**src/rtl/core/pfd_pkg.sv**
```systemverilog
// ----------------------------------------------------------------------------
// PID core package
// Shared widths, register indexes, the divider request and response
// structs, and the 32-bit saturation helper.
// ----------------------------------------------------------------------------
package pfd_pkg;

	// Common data widths.
	localparam int DATA_W = 32;
	localparam int PAR_W  = 31;
	localparam int MUL_W  = 34;
	localparam int PROD_W = 2 * MUL_W;
	localparam int SAT_W  = 52;

	// Shared divider sizing: remainder and divisor, dividend bits and step count.
	localparam int REM_W  = 33;
	localparam int DVD_W  = 50;
	localparam int STEP_W = 6;

	// Configuration register indexes.
	localparam int CFG_IDX_W = 3;
	typedef enum logic [CFG_IDX_W-1:0] {
		REG_PROP_GAIN   = 3'd0,
		REG_INTEG_GAIN  = 3'd1,
		REG_DERIV_GAIN  = 3'd2,
		REG_DERIV_TAU   = 3'd3,
		REG_SAMPLE_PER  = 3'd4,
		REG_OUT_LOW     = 3'd5,
		REG_OUT_HIGH    = 3'd6
	} cfg_reg_t;

	// Request to the shared divider.
	typedef struct packed {
		logic              start;
		logic [STEP_W-1:0] steps;
		logic [REM_W-1:0]  rem_init;
		logic [DVD_W-1:0]  dividend;
		logic [REM_W-1:0]  divisor;
	} div_req_t;

	// Status and result of the shared divider.
	typedef struct packed {
		logic             busy;
		logic             done;
		logic [DVD_W-1:0] quotient;
	} div_rsp_t;

	// Saturate a wide signed value to the signed 32-bit range.
	function automatic logic signed [DATA_W-1:0] sat32(input logic signed [SAT_W-1:0] v);
		logic all_ones;
		logic all_zeros;
		all_ones  = &v[SAT_W-1:DATA_W-1];
		all_zeros = ~|v[SAT_W-1:DATA_W-1];
		if (all_ones || all_zeros)
			return v[DATA_W-1:0];
		else if (v[SAT_W-1])
			return {1'b1, {(DATA_W-1){1'b0}}};
		else
			return {1'b0, {(DATA_W-1){1'b1}}};
	endfunction

endpackage

```
**src/rtl/core/pfd_mul.sv**
```systemverilog
// ----------------------------------------------------------------------------
// PID core shared multiplier
// Signed multiplier with a registered product, one result per cycle.
// ----------------------------------------------------------------------------
module pfd_mul import pfd_pkg::*; (
	input  logic                     clk,
	input  logic signed [MUL_W-1:0]  op_a,
	input  logic signed [MUL_W-1:0]  op_b,
	output logic signed [PROD_W-1:0] prod
);

	// The product is available in the cycle after the operands.
	always_ff @(posedge clk) begin
		prod <= op_a * op_b;
	end

endmodule

```
**config.mk**
```make
export PLATFORM = sky130hd
export DESIGN_NAME = pfd_mul
export DESIGN_NICKNAME = d
export VERILOG_FILES = /design/src/rtl/core/pfd_pkg.sv /design/src/rtl/core/pfd_mul.sv
export SDC_FILE = /design/constraint.sdc
export NUM_CORES = 2
export LEC_CHECK = 0
export BUFFER_PORTS_ARGS = -buffer_cell sky130_fd_sc_hd__buf_2
export CAP_MARGIN = 40
export CORE_MARGIN = 2
export CORE_UTILIZATION = 65
export CTS_BUF_LIST = sky130_fd_sc_hd__clkbuf_4
export DETAILED_ROUTE_END_ITERATION = 16
export HOLD_SLACK_MARGIN = 0.05
export MAX_ROUTING_LAYER = met4
export PLACE_DENSITY = 0.83
export SLEW_MARGIN = 40
export SYNTH_ARGS = -nofsm -noshare
export SYNTH_HDL_FRONTEND = slang
export SYNTH_SLANG_ARGS = --single-unit
```
**constraint.sdc**
```tcl
create_clock -name clk -period 10.2 [get_ports clk]
set_input_delay 0.51 -clock clk [delete_from_list [all_inputs] [get_ports clk]]
set_output_delay 0.51 -clock clk [all_outputs]
set_load 0.02 [all_outputs]
```
After elaboration in Yosys (flattened, before gate mapping)
Cells that the tools add are included.

cells by class
  multipliers = 1
  magnitude comparators = 0
  bitwise logic cells = 0
  equality and inequality tests = 0
  mux-type cells = 0
  div/mod/pow operators = 0
  shift operators = 0
  reduce and logical (&&, ||, !) cells = 0
  add/subtract/negate cells = 0

operators by type and width
  kind              count
  $mul A34 B34 Y68  1

storage, ports and cells
  memory bits (writable) = 0
  memories kept = 0
  bits in read-only memories = 0
  latch bits = 0
  input port bits = 69
  register bits = 68

Depth between registers and ports, before layout
  word-level depth = 1
  gate-level depth with buffers = 31

Least setup slack after synthesis
No wires, ideal clock.

  path kind = input to register
  from = in op_a[33]
  to = reg prod[65]
  data arrival time = 7.928 ns
  path slack = 2.200 ns
  required time = 10.128 ns
  stages = 24
  buffers on the path = 2
  path through = clkbuf_1 > nand2_1 > inv_1 > fa_1 > fa_1 > fa_1 > fa_1 > inv_1 > fa_1 > fa_1 > fa_1 > fa_1 > inv_1 > ha_1 > clkdlybuf4s50_2 > nand3_1 > or2_2 > nor2_1 > a221oi_1 > o21ai_0 > a31oi_2 > nor2_2 > o41ai_2 > xnor2_1

between the ends
  word-level cells in the longest chain between the ends = 1

RTL lines
  element               line           text
  start, declared       pfd_mul.sv:7   input logic signed [MUL_W-1:0] op_a,
  $mul A34 B34 Y68      pfd_mul.sv:14  prod <= op_a * op_b;
  end signal, assigned  pfd_mul.sv:14
  end, declared         pfd_mul.sv:9   output logic signed [PROD_W-1:0] prod

No other way between the ends.

Final worst setup path
Ends and elaborated chain as after synthesis.

==> summary.md <==
| Metric | Value |
|---|---|
| Post-synth EDFFs | 0 |
| Slew at the pin closest to its max-slew limit | around 0.95 ns |
| Setup crit end kind | flop |
| WL per Instance | between 20 and 25 um |
| Number of flip-flops in the largest register | 68 |
| Port Buffers | ~140 |
| Critical Path Start Type | primary input |
| Crit path cell chain | buf_2, nand2_1, fa_1, fa_1, inv_1, fa_1, inv_1, fa_1, fa_1, fa_1, fa_1, fa_1, inv_1, ha_1, nand3_1, or2_2, nor2_1, a221oi_1, o21ai_0, a31oi_2, nor2_2, o41ai_2, xnor2_1 |
| Placed insts | approximately 5,400 |
| Max FO, Critical Path | 34 |
| Clock slew at reported path FFs | 0.15 ns |
| Post-cts sizing count | 0 |
| Largest net degree at the start of global routing | 35 |
| Max_cap viols | 0 |
| Synth unique cells | 69 |
| Yosys top cell area share | 0.577 |
| Layout cells sized above 1 | 0.0487 |
| IO Count | 137 |
| RSZ-0062 raised after global routing | no |
| Drt pass-1 iters | 7 |
| Setup bufs post-CTS | 0 |
| CTS Hold Bufs | 0 |
| Post-synth ARST share | 0 |
| TritonCTS clock tree | built |
| Yosys reg bits | between 60 and 70 |
| Via density | roughly 5.7 |
| Worst slew margin | 0.369 |
| Syn. warnings | 0 |
| Layout area overhead | 3.15% |
| Pre-CTS setup slack | between 1 and 1.5 ns |
| Die Width | between 200 and 300 um |
| Fin nets | 6,022 |
| Routability cong. | roughly 0.95 |
| Most common cell on crit path | fa_1 |
| WP data arrival | 8.83 ns |
| Number of global-route vias before repair | between 30,000 and 40,000 |
| Die H | 261 um |
| Period utilisation layout | 0.813 |
| Die area | slightly below 70,000 um2 |
| WHS Endpoint | prod[0]$_DFF_P_ |
| Final Setup Violations | 0 |
| Num CTS Buffers | 9 |
| Fin cells | around 5,400 |
| Fin crit period | a little over 8 ns |
| HPWL Detailed | between 90,000 and 100,000 um |
| Deepest clock path buffer count | 2 |
| Fin. Hold Viols | 0 |
| Critical path class | primary input to flop |
| Mapped Cells | between 4,000 and 5,000 |
| Fin. max-slew vios | 0 |
| Core area | approximately 66,000 um2 |
| Yosys top cell by area | fa_1 |
| Syn_nets | just over 6,000 |
| GRT Overall Usage | 0.368 |
| Hold Crit Start | op_b[0] |
| Most used DFF post-synth | dfxtp_1 |
| DRC | 0 |
| Remaining Overflow, GRT | 0 |
| Clk root buf | clkbuf_4 |
| Sequential element share of the synthesized area | 0.0316 |
| F_max | approximately 120 MHz |
| Fin util | 0.676 |
| Clock sinks | 68 |
| Syn Area/Cell | between 9 and 10 um2 |
| Largest cells by area after synthesis | fa_1 58%, inv_1 11%, and2_1 9.0% |
| Status | completed |
| Post-detailed-route count of antenna-violating nets | 0 |
| WP data required | between 10 and 15 ns |
| Setup TNS | 0 ns |
| Initial antenna violation count | 10 |
| H-tree Lvls | 3 |
| Drt initial violations | around 2,300 |
| Via count | ~31,000 |
| HP Class | primary input to flop |
| First-pass GRT wire length | 184,000 um |
| Initial Util | 0.656 |
| Cell area after synthesis | between 40,000 and 50,000 um2 |
| Most flops, register | prod |
| Slowest-stage cell, CP | fa_1 |
| Drt total wl | about 110,000 um |
| Largest regs | prod: 68 flops |
| CP peak stage delay | between 0.9 and 1 ns |
| Final setup margin | around 1.9 ns |
| FP Rows | 94 |
| Hold Path Depth | 2 |
final cells by class:
cell class                      count  area, um2
Sequential cell                    68       1360
Timing Repair Buffer              171        998
Antenna cell                        9       22.5
Clock inverter                      7       82.6
Tap cell                          864       1080
Clock buffer                        9       67.6
Multi-Input combinational cell   3026      36100
Inverter                         1232       4620
Fill cell                        4987      21200
worst max-delay path by stage:
| stage | from | cells after the start | to |
|---|---|---|---|
| final | op_a[33] | 23 | prod[65]$_DFF_P_ |
| after global routing | op_a[33] | 23 | prod[65]$_DFF_P_ |
| after floorplan | op_a[33] | 24 | prod[65]$_DFF_P_ |
| after global placement | op_a[33] | 22 | prod[66]$_DFF_P_ |
| after CTS | op_a[33] | 23 | prod[65]$_DFF_P_ |
| after detailed placement | op_a[33] | 23 | prod[65]$_DFF_P_ |
cell usage after synthesis (12+ instances only):
library cell / number
o21bai_1: 12
o21ai_0: 31
clkbuf_1: 214
nand2b_1: 20
xnor2_1: 56
a21o_1: 37
dfxtp_1: 68
inv_1: 1231
and2_1: 621
ha_1: 204
xor2_1: 23
nor2_1: 54
a21oi_1: 61
nand2_1: 542
fa_1: 1241
layer usage:
metal	global-route usage	vias to the layer above	wire length, um
li1	-	12700	-
met1	0.452	15800	40200
met2	0.583	1685	54400
met3	0.0892	431	12300
met4	0.161	0	5650
met5	-	-	0
logic make-up after synthesis:
family | synth area share
and+or+nand+nor | 0.154
AOI/OAI and AO/OA | 0.0335
adders and majority gates | 0.637
xor gates and xnor gates | 0.0161
DFF | 0.0316
buffers and inverters | 0.128
per-stage QoR:
stage                     cell area (um2)  hold slack (ns)
after global placement              44100            0.925
after detailed placement            44200            0.925
after floorplan                     43000            0.637
after global routing                44400            0.526
final                               44400            0.532
after CTS                           44300            0.473
critical path: cells and delay by family:
family,cells,cell delay (ns)
buf+inv,4,0.96
compound gates,4,0.97
simple gates,5,0.68
xor+xnor,1,0.15
fa+ha+maj,9,5.50
placed cells by master, fill, tap and decap left out, types with 11 or more instances in the layout:
cell,n
fa_1,1240
inv_1,1231
and2_1,621
nand2_1,542
ha_1,204
buf_2,122
dfxtp_1,68
a21oi_1,61
xnor2_1,56
nor2_1,54
buf_4,48
a21o_1,37
o21ai_0,31
xor2_1,23
nand2b_1,20
o21bai_1,12
nand4_1,11
nand3_1,11
Power is not shown: default switching activity piles up to over one toggle a cycle in this logic, so the estimate is an artifact.
