**src/rtl/core/pfd_pkg.sv**
```systemverilog
// ----------------------------------------------------------------------------
// PID core package
// Shared widths, register indexes, the divider request and response
// structs, and the 32-bit saturation helper.
// ----------------------------------------------------------------------------
package pfd_pkg;

	// Common data widths.
	localparam int DATA_W = 32;
	localparam int PAR_W  = 31;
	localparam int MUL_W  = 34;
	localparam int PROD_W = 2 * MUL_W;
	localparam int SAT_W  = 52;

	// Shared divider sizing: remainder and divisor, dividend bits and step count.
	localparam int REM_W  = 33;
	localparam int DVD_W  = 50;
	localparam int STEP_W = 6;

	// Configuration register indexes.
	localparam int CFG_IDX_W = 3;
	typedef enum logic [CFG_IDX_W-1:0] {
		REG_PROP_GAIN   = 3'd0,
		REG_INTEG_GAIN  = 3'd1,
		REG_DERIV_GAIN  = 3'd2,
		REG_DERIV_TAU   = 3'd3,
		REG_SAMPLE_PER  = 3'd4,
		REG_OUT_LOW     = 3'd5,
		REG_OUT_HIGH    = 3'd6
	} cfg_reg_t;

	// Request to the shared divider.
	typedef struct packed {
		logic              start;
		logic [STEP_W-1:0] steps;
		logic [REM_W-1:0]  rem_init;
		logic [DVD_W-1:0]  dividend;
		logic [REM_W-1:0]  divisor;
	} div_req_t;

	// Status and result of the shared divider.
	typedef struct packed {
		logic             busy;
		logic             done;
		logic [DVD_W-1:0] quotient;
	} div_rsp_t;

	// Saturate a wide signed value to the signed 32-bit range.
	function automatic logic signed [DATA_W-1:0] sat32(input logic signed [SAT_W-1:0] v);
		logic all_ones;
		logic all_zeros;
		all_ones  = &v[SAT_W-1:DATA_W-1];
		all_zeros = ~|v[SAT_W-1:DATA_W-1];
		if (all_ones || all_zeros)
			return v[DATA_W-1:0];
		else if (v[SAT_W-1])
			return {1'b1, {(DATA_W-1){1'b0}}};
		else
			return {1'b0, {(DATA_W-1){1'b1}}};
	endfunction

endpackage

```
**src/rtl/core/pfd_div.sv**
```systemverilog
// ----------------------------------------------------------------------------
// PID core shared divider
// Restoring divider that retires one quotient bit per cycle.
// ----------------------------------------------------------------------------
module pfd_div import pfd_pkg::*; (
	input  logic     clk,
	input  logic     arst_n,
	input  div_req_t req,
	output div_rsp_t rsp
);

	logic [REM_W-1:0]  rem_q;
	logic [DVD_W-1:0]  dvd_q;
	logic [DVD_W-1:0]  quo_q;
	logic [REM_W-1:0]  div_q;
	logic [STEP_W-1:0] cnt_q;
	logic              busy_q;
	logic              done_q;
	logic [REM_W:0]    trial;
	logic [REM_W:0]    trial_sub;
	logic              fits;

	// One trial subtraction of the shifted remainder.
	always_comb begin
		trial     = {rem_q, dvd_q[DVD_W-1]};
		trial_sub = trial - {1'b0, div_q};
		fits      = (trial >= {1'b0, div_q});
	end

	// Step counter and handshake flags.
	always_ff @(posedge clk or negedge arst_n) begin
		if (!arst_n) begin
			busy_q <= 1'b0;
			done_q <= 1'b0;
			cnt_q  <= '0;
		end else begin
			done_q <= 1'b0;
			if (req.start) begin
				busy_q <= 1'b1;
				cnt_q  <= req.steps;
			end else if (busy_q) begin
				cnt_q <= cnt_q - 1'b1;
				if (cnt_q == STEP_W'(1)) begin
					busy_q <= 1'b0;
					done_q <= 1'b1;
				end
			end
		end
	end

	// Remainder, dividend and quotient shift registers.
	always_ff @(posedge clk) begin
		if (req.start) begin
			rem_q <= req.rem_init;
			dvd_q <= req.dividend;
			div_q <= req.divisor;
			quo_q <= '0;
		end else if (busy_q) begin
			rem_q <= fits ? trial_sub[REM_W-1:0] : trial[REM_W-1:0];
			dvd_q <= {dvd_q[DVD_W-2:0], 1'b0};
			quo_q <= {quo_q[DVD_W-2:0], fits};
		end
	end

	assign rsp.busy     = busy_q;
	assign rsp.done     = done_q;
	assign rsp.quotient = quo_q;

endmodule

```
**config.mk**
```make
export PLATFORM = sky130hd
export DESIGN_NAME = pfd_div
export DESIGN_NICKNAME = d
export VERILOG_FILES = /design/src/rtl/core/pfd_pkg.sv /design/src/rtl/core/pfd_div.sv
export SDC_FILE = /design/constraint.sdc
export NUM_CORES = 1
export LEC_CHECK = 0
export BUFFER_PORTS_ARGS = -buffer_cell sky130_fd_sc_hd__buf_2
export CORE_UTILIZATION = 45
export CTS_BUF_LIST = sky130_fd_sc_hd__clkbuf_8 sky130_fd_sc_hd__clkbuf_16
export CTS_CLUSTER_DIAMETER = 150
export DETAILED_ROUTE_END_ITERATION = 10
export GPL_ROUTABILITY_DRIVEN = 0
export PLACE_DENSITY_LB_ADDON = 0.12
export SLEW_MARGIN = 5
export SYNTH_ARGS = -nofsm -noshare
export SYNTH_HDL_FRONTEND = slang
export SYNTH_SLANG_ARGS = --single-unit
```
**constraint.sdc**
```tcl
create_clock -name clk -period 4.2 [get_ports clk]
set_clock_uncertainty 0.2 [all_clocks]
set_input_delay 0.84 -clock clk [delete_from_list [all_inputs] [get_ports clk]]
set_output_delay 0.84 -clock clk [all_outputs]
set_load 0.02 [all_outputs]
```
### Yosys cells after proc, flatten, opt, wreduce, memory -nomap -nowiden

Cells that the tools add are included.

| storage, ports and cells | value |
|---|---|
| register bits | 174 |
| input port bits | 125 |
| word-level logic and storage cells | 25 |
| output and inout bits | 52 |

| cells by class | value |
|---|---|
| multiplexer cells | 13 |
| equal/unequal tests | 1 |
| magnitude comparators | 1 |
| add/sub/neg operators | 2 |
| reduce and logical (&&, ||, !) cells | 1 |

Operator list:

| cell | count |
|---|---|
| $mux W50 | 2 |
| $mux W33 | 3 |
| $ge A34 B33 Y1 | 1 |
| $sub A33 B33 Y33 | 1 |
| $mux W6 | 2 |
| $eq A6 B1 Y1 const B | 1 |
| $mux W1 | 6 |
| $sub A6 B1 Y6 const B | 1 |
| $reduce_bool A2 Y1 | 1 |

### Longest topological paths before layout

Gate-level depths: netlist of the first run.

| logic depth | value |
|---|---|
| depth in word-level cells | 4 |
| depth in mapped cells | 14 |

### Worst setup path after synthesis of the first run

OpenSTA, ideal clock, no wires.

| timing | value |
|---|---|
| kind | input-to-reg |
| start point | input req[122] (netlist name) |
| end point | register dvd_q[0], enable pin |
| data arrival time | 3272 ps |
| path slack | 291 ps |
| buffers on the path | 3 |
| cell stages on the path | 5 |
| cells stage by stage | buf_2 > clkbuf_1 > buf_1 > nor2_1 > inv_1 |

| on the way | value |
|---|---|
| cells in the longest elaborated chain, start to end | 1 |

RTL lines:

| item | RTL line | source |
|---|---|---|
| start, declared | pfd_div.sv:8 | `input div_req_t req,` |
| $reduce_bool A2 Y1 (no source line) | - |  |
| end signal, assigned | pfd_div.sv:55 | `dvd_q <= req.dividend;` |
| end signal, assigned | pfd_div.sv:60 | `dvd_q <= {dvd_q[DVD_W-2:0], 1'b0};` |
| end, declared | pfd_div.sv:13 | `logic [DVD_W-1:0] dvd_q;` |

Every way passes these cells.
A chain may end at the register's enable or synchronous reset.

### Final worst setup path of the first run

| timing | value |
|---|---|
| start point | register dvd_q[49] |
| end point | register rem_q[26] (data pin) |

| on the way | value |
|---|---|
| cells in the longest elaborated chain, start to end | 4 |

RTL lines:

| item | RTL line | source |
|---|---|---|
| $sub A33 B33 Y33 or $ge A34 B33 Y1 (tied branches) | pfd_div.sv:26, pfd_div.sv:27 |  |
| $mux W33 (*) | pfd_div.sv:59 | `rem_q <= fits ? trial_sub[REM_W-1:0] : trial[REM_W-1:0];` |
| $mux W33 (*) | pfd_div.sv:58 | `end else if (busy_q) begin` |
| $mux W33 (*) | pfd_div.sv:53 | `if (req.start) begin` |
| end signal, assigned | pfd_div.sv:54 | `rem_q <= req.rem_init;` |
| end signal, assigned | pfd_div.sv:59 |  |
| end, declared | pfd_div.sv:12 | `logic [REM_W-1:0] rem_q;` |

Mark *: on every way between the ends. The rest lies on a longest branch, timed or not. The select of a mux whose other input is x is not followed.

==> flow_metrics.env, run 1 <==
export IMPL_synth_simple_gate_area_frac=0.1163
export IMPL_wirelength_um=19630
export IMPL_yosys_area_share_adder=0.05063
export IMPL_clockBufferDepth=2
export IMPL_grt_pass1_wl_um=31260
export IMPL_ctsResizeCount=0
export IMPL_tightestPinTransition_ns=0.9540
export IMPL_synth_area_um2=9045
export IMPL_grt_ovfl_total=0
export IMPL_p_per_area_nw_per_um2=590.6
export IMPL_clk_latency_ns=0.43
export IMPL_synthArstFlopShare=0.04598
export IMPL_drc=0
export IMPL_synth_top_family_by_area="multiplexers"
export IMPL_cts_made_buffers=17
export IMPL_cp_slowest_stage_delay_ns=0.48
export IMPL_hold_buffers=0
export IMPL_critical_path_arrival_ns=3.74
export IMPL_vias=6506
export IMPL_h_tree_depth=4
export IMPL_p_leak_nw=4.955
export IMPL_die_area_um2=20670
export IMPL_synth_xor_area_frac=0.03389
export IMPL_start_kind="flop"
export IMPL_initialDrtViolationCount=284
export IMPL_synthMuxAreaShare=0.1220
export IMPL_finalHoldViolCount=0
export IMPL_setup_viol=0
export IMPL_postCtsSetupBuffers=0
export IMPL_crit_fanout=13
export IMPL_syn_inst=799
export IMPL_place_hpwl_um=13880
export IMPL_cap_violations=0
export IMPL_finalSetupTns_ns=0
export IMPL_slew_limit_headroom=0.3640
export IMPL_die_w_um=143.8
export IMPL_synth_nets=960
export IMPL_antenna_found_initial=4
export IMPL_reg2reg_depth=13
export IMPL_detail_route_wl_per_cell_um=15.83
export IMPL_synth_edf_count=116
export IMPL_hold_class="in -> async"
export IMPL_row_count=51
export IMPL_grt_pass1_vias=6312
export IMPL_ys_seq_elements=174
export IMPL_drive_gt1_frac=0.2909
export IMPL_start_util=0.4617
export IMPL_coreArea_um2=19590
export IMPL_rsz0062_at_grt="false"
export IMPL_root_buffer="clkbuf_16"
export IMPL_yosys_warnings=0
export IMPL_ys_seq_area_frac=0.5179
export IMPL_drv_slew=0
export IMPL_ff2ff_setup_slack_ns=0.44
export IMPL_r2r_start="dvd_q[49]"
export IMPL_clk_pin_slew_ns=0.07
export IMPL_ant_nets=0
export IMPL_dr_pass1_iters=6
export IMPL_post_route_period_util=0.8945
export IMPL_nets=1121
export IMPL_grt_max_degree=131
export IMPL_status="complete, no violations"
export IMPL_endpoint_kind="flop"
export IMPL_crit_chain="inv_1, ha_1, inv_1, fa_1, a21o_1, a221oi_2, nand2b_1, a21oi_2, o21ba_4, a41oi_4, buf_4, nor3_1, a221o_1"
export IMPL_die_height_um=143.8
export IMPL_track_usage=0.1958
export IMPL_fmax_ghz=0.2662
export IMPL_crit_top_cell="inv_1"
export IMPL_ys_flop_type="edfxtp_1"
export IMPL_synth_distinct_cells=61
export IMPL_num_io_pins=177
export IMPL_path_class="reg -> reg"
export IMPL_slowest_stage="a41oi_4"
export IMPL_vdd_drop_max_mv=0.3299
export IMPL_io_buffers=176
export IMPL_r2r_end="rem_q[26]"
export IMPL_cts_tree="built"
export IMPL_cts_sinks=174
export IMPL_synth_compound_area_frac=0.1183
export IMPL_via_per_inst=5.247
export IMPL_min_period_ns=3.757
export IMPL_critical_path_required_ns=4.19
export IMPL_syn2layout_area_growth_pct=18.90
export IMPL_fin_util=0.5490
export IMPL_avgSynthCellArea_um2=11.32
## routing by layer
layer	global-route usage	vias up	routed length, um
li1	-	3245	-
met1	0.2523	3100	9137
met2	0.3081	139	9014
met3	0.07264	18	1263
met4	0.05207	4	188
met5	0	-	27
## worst max-delay path by stage
stage / endpoint / start
6_report: rem_q[26] / dvd_q[49]
5_1_grt: rem_q[2] / dvd_q[49]
4_1_cts: rem_q[26] / dvd_q[49]
3_5_place_dp: rem_q[26] / dvd_q[49]
3_3_place_gp: rem_q[26] / dvd_q[49]
2_1_floorplan: dvd_q[0] / req[122]
## cells in the final DEF, fill, tap and decap left out, drive strengths merged, types with 14 or more instances in the layout
cell type / synthesis / final
edfxtp: 116 / 116
ha: 35 / 35
o311ai: 15 / 15
xnor2: 19 / 19
nand3b: 14 / 14
nand2: 59 / 59
o21ai: 28 / 28
mux2i: 54 / 54
a21o: 16 / 16
a21oi: 27 / 27
xor2: 16 / 16
inv: 43 / 52
mux2: 50 / 50
clkbuf: 16 / 17
dfxtp: 50 / 50
nor2: 75 / 75
buf: 28 / 186
## Yosys cell counts, types with 4 or more instances
| library cell | instances | area share |
|---|---|---|
| clkbuf_1 | 16 | 0.0066 |
| a221o_1 | 6 | 0.0066 |
| and3_1 | 8 | 0.0055 |
| buf_4 | 4 | 0.0033 |
| o311ai_0 | 15 | 0.015 |
| and3b_1 | 5 | 0.0048 |
| a21o_1 | 16 | 0.013 |
| buf_1 | 16 | 0.0066 |
| o21ai_0 | 28 | 0.015 |
| nor2b_1 | 11 | 0.0076 |
| dfxtp_1 | 50 | 0.11 |
| and2_1 | 5 | 0.0035 |
| xor2_1 | 16 | 0.015 |
| a31oi_1 | 6 | 0.0042 |
| a211oi_1 | 8 | 0.0066 |
| ha_1 | 35 | 0.048 |
| nand4_1 | 4 | 0.0028 |
| nor2_1 | 74 | 0.031 |
| a21oi_1 | 26 | 0.014 |
| edfxtp_1 | 116 | 0.39 |
| mux2i_1 | 54 | 0.060 |
| mux2_2 | 50 | 0.062 |
| o31ai_1 | 6 | 0.0050 |
| nand2b_1 | 7 | 0.0048 |
| nand3_1 | 4 | 0.0022 |
| or3_1 | 5 | 0.0035 |
| inv_1 | 43 | 0.018 |
| dfrtp_1 | 8 | 0.022 |
| nand2_1 | 59 | 0.024 |
| nand3b_1 | 14 | 0.012 |
| xnor2_1 | 19 | 0.018 |
| nor3_1 | 7 | 0.0039 |
| a22oi_1 | 5 | 0.0042 |
| buf_2 | 5 | 0.0028 |
## cell type report
cell class                      count  area, um2
Clock buffer                       17      425.4
Inverter                           43      162.7
Sequential cell                   174       4686
Antenna cell                        2      5.005
Timing Repair Buffer              186      999.7
Multi-Input combinational cell    538       4001
Fill cell                        1775       8836
Tap cell                          265      331.6
Clock inverter                     15      142.6
## critical path: cells and delay by family, from the launching register on
| family | cells | cell delay (ns) |
|---|---|---|
| buffers and inverters | 3 | 0.40 |
| DFF | 1 | 0.37 |
| adders and majority gates | 2 | 0.57 |
| AOI/OAI and AO/OA | 6 | 1.71 |
| and+or+nand+nor | 2 | 0.26 |
## registers in the layout (all words and copies together) (netlist names)
name / flops
dvd_q: 50
quo_q: 50
div_q: 33
rem_q: 33
cnt_q: 6
busy_q: 1
done_q: 1
## power by group
part	switching (mW)	internal, mW
combinational	1.40	1.08
sequential	0.150	2.17
clock	0.756	0.789
## cells by family (layout without fill, tap and decap cells)
kind of cell	count (synthesis)	after routing
muxes	104	104
other	0	2
xor gates and xnor gates	35	35
adders and majority gates	36	36
DFF	174	174
and+or+nand+nor	216	216
AOI/OAI and AO/OA	147	147
buffers and inverters	87	261
## per-stage QoR
step / setup slack [ns] / hold WS [ns] / power (mW) / instances / cell area, um2
after floorplan: 0.2911 / 0.3248 / 4.240 / 799 / 9045
after global placement: 0.5338 / 0.2752 / 4.820 / 1206 / 10180
after detailed placement: 0.4572 / 0.2907 / 4.825 / 1206 / 10180
after CTS: 0.4519 / 0.02819 / 6.389 / 1238 / 10750
after global routing: 0.2365 / 0.03134 / 6.766 / 1239 / 10750
final: 0.4430 / 0.03268 / 6.351 / 1240 / 10750
Note: power is estimated with default switching activity, not from simulation.
==> inputs of run 2 (changes only) <==
CORE_UTILIZATION = 56   (was 45)
==> run 2 against run 1 <==
Wire length down 3.4%; power is 0.55% higher; via count is essentially flat; hold slack gained 0.0060 ns; register-to-register slack improved by 0.07 ns; cell area is 0.48% lower; clock-buffer cell count increased by 1; critical path depth unchanged; cell count shrank 3.9%; sequential share of layout area rose by 0.21 points; core utilization grew 13 points; largest power group unchanged.
==> flow_metrics.env, run 2 (synthesized netlist as in run 1, its figures left out) <==
export IMPL_status="complete, no violations"
export IMPL_cts_sinks=174
export IMPL_cts_made_buffers=17
export IMPL_track_usage=0.2334
export IMPL_row_count=46
export IMPL_vdd_drop_max_mv=0.3714
export IMPL_drc=0
export IMPL_fillers=1287
export IMPL_drive_gt1_frac=0.2912
export IMPL_min_period_ns=3.682
export IMPL_worstSetupStartpoint="dvd_q[49]"
export IMPL_crit_fanout=12
export IMPL_crit_top_cell="inv_1"
export IMPL_via_per_inst=5.463
export IMPL_critical_path_required_ns=4.12
export IMPL_drv_slew=0
export IMPL_p_per_area_nw_per_um2=596.7
export IMPL_ant_nets=0
export IMPL_initialDrtViolationCount=358
export IMPL_fin_cells=1192
export IMPL_hold_class="in -> async"
export IMPL_power_total_mw=6.386
export IMPL_slew_limit_headroom=0.3971
export IMPL_clockBufferDepth=2
export IMPL_endpoint_kind="flop"
export IMPL_grt_ovfl_total=0
export IMPL_reg_top3="dvd_q x50, quo_q x50"
export IMPL_vias=6512
export IMPL_syn2layout_area_growth_pct=18.33
export IMPL_start_util=0.5715
export IMPL_critical_path_arrival_ns=3.61
export IMPL_die_area_um2=16660
export IMPL_grt_max_degree=130
export IMPL_crit_chain="inv_1, ha_1, inv_1, fa_1, a21o_1, a221oi_2, nand2b_1, a21oi_2, o21ba_4, a41oi_4, buf_4, mux2i_1, o21ai_0"
export IMPL_h_tree_depth=4
export IMPL_tightestPinTransition_ns=0.9044
export IMPL_path_class="reg -> reg"
export IMPL_detail_route_wl_per_cell_um=15.90
export IMPL_dr_pass1_iters=5
export IMPL_wirelength_um=18960
export IMPL_cp_slowest_stage_delay_ns=0.40
export IMPL_rsz0062_at_grt="false"
export IMPL_clk_pin_slew_ns=0.07
export IMPL_setup_viol=0
export IMPL_grt_pass1_vias=6084
export IMPL_dp_cells=1156
export IMPL_cts_tree="built"
export IMPL_io_buffers=176
export IMPL_slowest_stage="fa_1"
export IMPL_antenna_found_initial=3
export IMPL_start_kind="flop"
export IMPL_p_leak_nw=4.965
export IMPL_layout_common_cells="buf_2, edfxtp_1, nor2_1, nand2_1, mux2i_1"
export IMPL_root_buffer="clkbuf_16"
export IMPL_finalHoldViolCount=0
export IMPL_postCtsSetupBuffers=0
export IMPL_nets=1120
export IMPL_fmax_ghz=0.2716
export IMPL_r2r_start="dvd_q[49]"
export IMPL_finalSetupTns_ns=0
export IMPL_hold_buffers=0
export IMPL_clk_latency_ns=0.43
export IMPL_final_common_cell="buf_2"
export IMPL_cap_violations=0
export IMPL_num_io_pins=177
export IMPL_coreArea_um2=15830
export IMPL_ctsResizeCount=0
export IMPL_die_w_um=129.1
export IMPL_die_height_um=129.1
export IMPL_grt_pass1_wl_um=30170
export IMPL_post_route_period_util=0.8768
export IMPL_place_hpwl_um=13250
run 2: critical path, delay by kind of cell (launching register included):
family | cells | cell delay [ns]
AOI/OAI and AO/OA | 6 | 1.44
adders and majority gates | 2 | 0.57
buffers and inverters | 3 | 0.40
DFF | 1 | 0.36
muxes | 1 | 0.22
and+or+nand+nor | 1 | 0.20
run 2: final cells by class:
type                    instances  area, um2  share of cell area
multi-input cells             538       4001              0.3739
inverters                      43      162.7             0.01520
clock inverters                14      166.4             0.01555
well taps                     216      270.3             0.02525
repair buffers                185      967.2             0.09037
flip-flops and latches        174       4686              0.4378
clock buffers                  18      439.2             0.04103
diodes                          4      10.01           0.0009352
run 2: path summary, 6_finish.rpt:
| kind | end | slack, ns | cells after the start |
|---|---|---|---|
| hold reg to reg | quo_q[49] | 0.30 | 2 |
| max in group asynchronous | busy_q | 3.58 | 1 |
| min in group clk | quo_q[49] | 0.30 | 2 |
| hold / removal | cnt_q[0] | 0.04 | 1 |
| setup reg to reg | rem_q[2] | 0.52 | 13 |
| setup / recovery | rem_q[2] | 0.52 | 13 |
run 2: where the power goes:
| part | switching, mW | total, mW | internal [mW] |
|---|---|---|---|
| sequential | 0.153 | 2.33 | 2.17 |
| clock | 0.744 | 1.61 | 0.870 |
| combinational | 1.38 | 2.45 | 1.06 |
| total | 2.28 | 6.39 | 4.11 |
run 2: stage by stage:
step           setup WS [ns]    util  hold WS (ns)  instance area (um2)
3_3_place_gp          0.6470  0.6373        0.2800                10090
5_1_grt               0.3197  0.6759       0.03179                10700
2_1_floorplan         0.2911       -        0.3248                 9045
4_1_cts               0.5225  0.6756       0.03467                10690
6_report              0.5176  0.6762       0.03870                10700
3_5_place_dp          0.5675  0.6373        0.2899                10090
run 2: layer usage:
layer,vias to the layer above,part of all wire,global-route usage
met5,-,0.00069,0
met4,2,0.0044,0.04913
met3,10,0.069,0.08134
met2,173,0.47,0.3742
met1,3064,0.46,0.3070
li1,3263,-,-
==> inputs of run 3 (changes only) <==
PLACE_DENSITY = 0.77   (was not set)
PLACE_DENSITY_LB_ADDON = not set   (was 0.12)
==> run 3 against run 2 <==
Core utilization is 0.13 points higher; cell count down 0.25%; wire length rose by 0.20%; critical path depth is the same; sequential power about the same; die area unchanged; clock power increased by 2%; non-clock buffer count down 1; sequential cell count is the same; largest cell class unchanged; largest power group unchanged; first-iteration DRC count is 10% higher.
==> flow_metrics.env, run 3 (synthesized netlist as in run 1, its figures left out) <==
export IMPL_setup_viol=0
export IMPL_fillers=1223
export IMPL_initialDrtViolationCount=395
export IMPL_slowest_stage="a41oi_4"
export IMPL_die_w_um=129.1
export IMPL_critical_path_arrival_ns=3.63
export IMPL_crit_top_cell="inv_1"
export IMPL_postCtsSetupBuffers=0
export IMPL_vdd_drop_max_mv=0.3304
export IMPL_row_count=46
export IMPL_endpoint_kind="flop"
export IMPL_p_leak_nw=4.973
export IMPL_cap_violations=0
export IMPL_critical_path_required_ns=4.16
export IMPL_clk_latency_ns=0.44
export IMPL_dr_pass1_iters=6
export IMPL_die_height_um=129.1
export IMPL_power_total_mw=6.440
export IMPL_syn2layout_area_growth_pct=18.56
export IMPL_ctsResizeCount=0
export IMPL_ant_nets=0
export IMPL_nets=1119
export IMPL_clk_pin_slew_ns=0.07
export IMPL_io_buffers=176
export IMPL_grt_pass1_vias=6395
export IMPL_reg_top3="dvd_q x50, quo_q x50"
export IMPL_layout_common_cells="buf_2, edfxtp_1, nor2_1, nand2_1, mux2i_1"
export IMPL_crit_fanout=21
export IMPL_fin_util=0.6775
export IMPL_num_io_pins=177
export IMPL_start_kind="flop"
export IMPL_post_route_period_util=0.8759
export IMPL_status="complete, no violations"
export IMPL_finalSetupTns_ns=0
export IMPL_die_area_um2=16660
export IMPL_finalHoldViolCount=0
export IMPL_cts_sinks=174
export IMPL_hold_buffers=0
export IMPL_grt_pass1_wl_um=30930
export IMPL_tightestPinTransition_ns=0.6859
export IMPL_final_common_cell="buf_2"
export IMPL_cts_tree="built"
export IMPL_drc=0
export IMPL_wirelength_um=18990
export IMPL_path_class="reg -> reg"
export IMPL_start_util=0.5715
export IMPL_p_per_area_nw_per_um2=600.5
export IMPL_cpLargestDelayFamily="compound AO/OA/AOI/OAI gates"
export IMPL_antenna_found_initial=6
export IMPL_root_buffer="clkbuf_16"
export IMPL_h_tree_depth=4
export IMPL_detail_route_wl_per_cell_um=15.97
export IMPL_min_period_ns=3.679
export IMPL_via_per_inst=5.452
export IMPL_track_usage=0.2391
export IMPL_rsz0062_at_grt="false"
export IMPL_slew_limit_headroom=0.5427
export IMPL_clockBufferDepth=2
export IMPL_cts_made_buffers=17
export IMPL_drv_slew=0
export IMPL_grt_ovfl_total=0
export IMPL_hold_class="in -> async"
export IMPL_critPathBufInv=3
export IMPL_vias=6482
export IMPL_cp_slowest_stage_delay_ns=0.48
export IMPL_drive_gt1_frac=0.2904
export IMPL_coreArea_um2=15830
export IMPL_fmax_ghz=0.2718
export IMPL_place_hpwl_um=13560
export IMPL_crit_chain="inv_1, ha_1, inv_1, fa_1, a21o_1, a221oi_2, nand2b_1, a21oi_2, o21ba_4, a41oi_4, buf_12, mux2i_1, o21ai_0"
export IMPL_grt_max_degree=101
[run 3: layout make-up]
class / instances / area (um2) / area share
Sequential cell: 174 / 4686 / 0.4369
Inverter: 43 / 162.7 / 0.01517
Tap cell: 216 / 270.3 / 0.02520
Clock buffer: 19 / 475.5 / 0.04434
Timing Repair Buffer: 184 / 972.2 / 0.09065
Clock inverter: 13 / 151.4 / 0.01412
Multi-Input combinational cell: 538 / 4001 / 0.3731
Antenna cell: 2 / 5.005 / 0.0004667
[run 3: where the power goes]
part	internal (mW)	leakage (nW)	total (mW)	switching (mW)
Clock	0.877	0.309	1.65	0.773
Combinational	1.08	2.95	2.47	1.39
Sequential	2.17	1.71	2.32	0.151
[run 3: per-stage QoR]
step | hold WS (ns) | cells | cell area, um2 | setup WS [ns]
6_report | 0.02368 | 1189 | 10720 | 0.5214
3_5_place_dp | 0.2985 | 1155 | 10090 | 0.5174
2_1_floorplan | 0.3248 | 799 | 9045 | 0.2911
3_3_place_gp | 0.2698 | 1155 | 10090 | 0.5847
5_1_grt | 0.03253 | 1188 | 10720 | 0.3010
4_1_cts | 0.02193 | 1187 | 10720 | 0.5149
[run 3: worst paths after layout]
path,startpoint,endpoint,slack (ns),cells past startpoint
max in group asynchronous,arst_n,busy_q,3.59,1
worst min-delay path,arst_n,cnt_q[0],0.02,1
worst min register to register,quo_q[0],quo_q[0],0.31,2
worst max-delay path,dvd_q[49],rem_q[1],0.52,13
worst max register to register,dvd_q[49],rem_q[1],0.52,13
min in group clk,quo_q[0],quo_q[0],0.31,2
[run 3: routing by layer]
metal,up-vias,track usage,routed length [um]
met4,4,0.07266,228
met2,150,0.3936,9042
met5,-,0,29
met3,22,0.07803,1179
met1,3049,0.3006,8513
li1,3257,-,-
[run 3: worst reg2reg max path: cells and delay by family (launching register included)]
| kind | cells | cell delay, ns |
|---|---|---|
| AO/OA/AOI/OAI | 6 | 1.52 |
| adder cells (fa/ha/maj) | 2 | 0.55 |
| buffers and inverters | 3 | 0.36 |
| flip-flops | 1 | 0.35 |
| multiplexers | 1 | 0.21 |
| AND/OR/NAND/NOR | 1 | 0.19 |
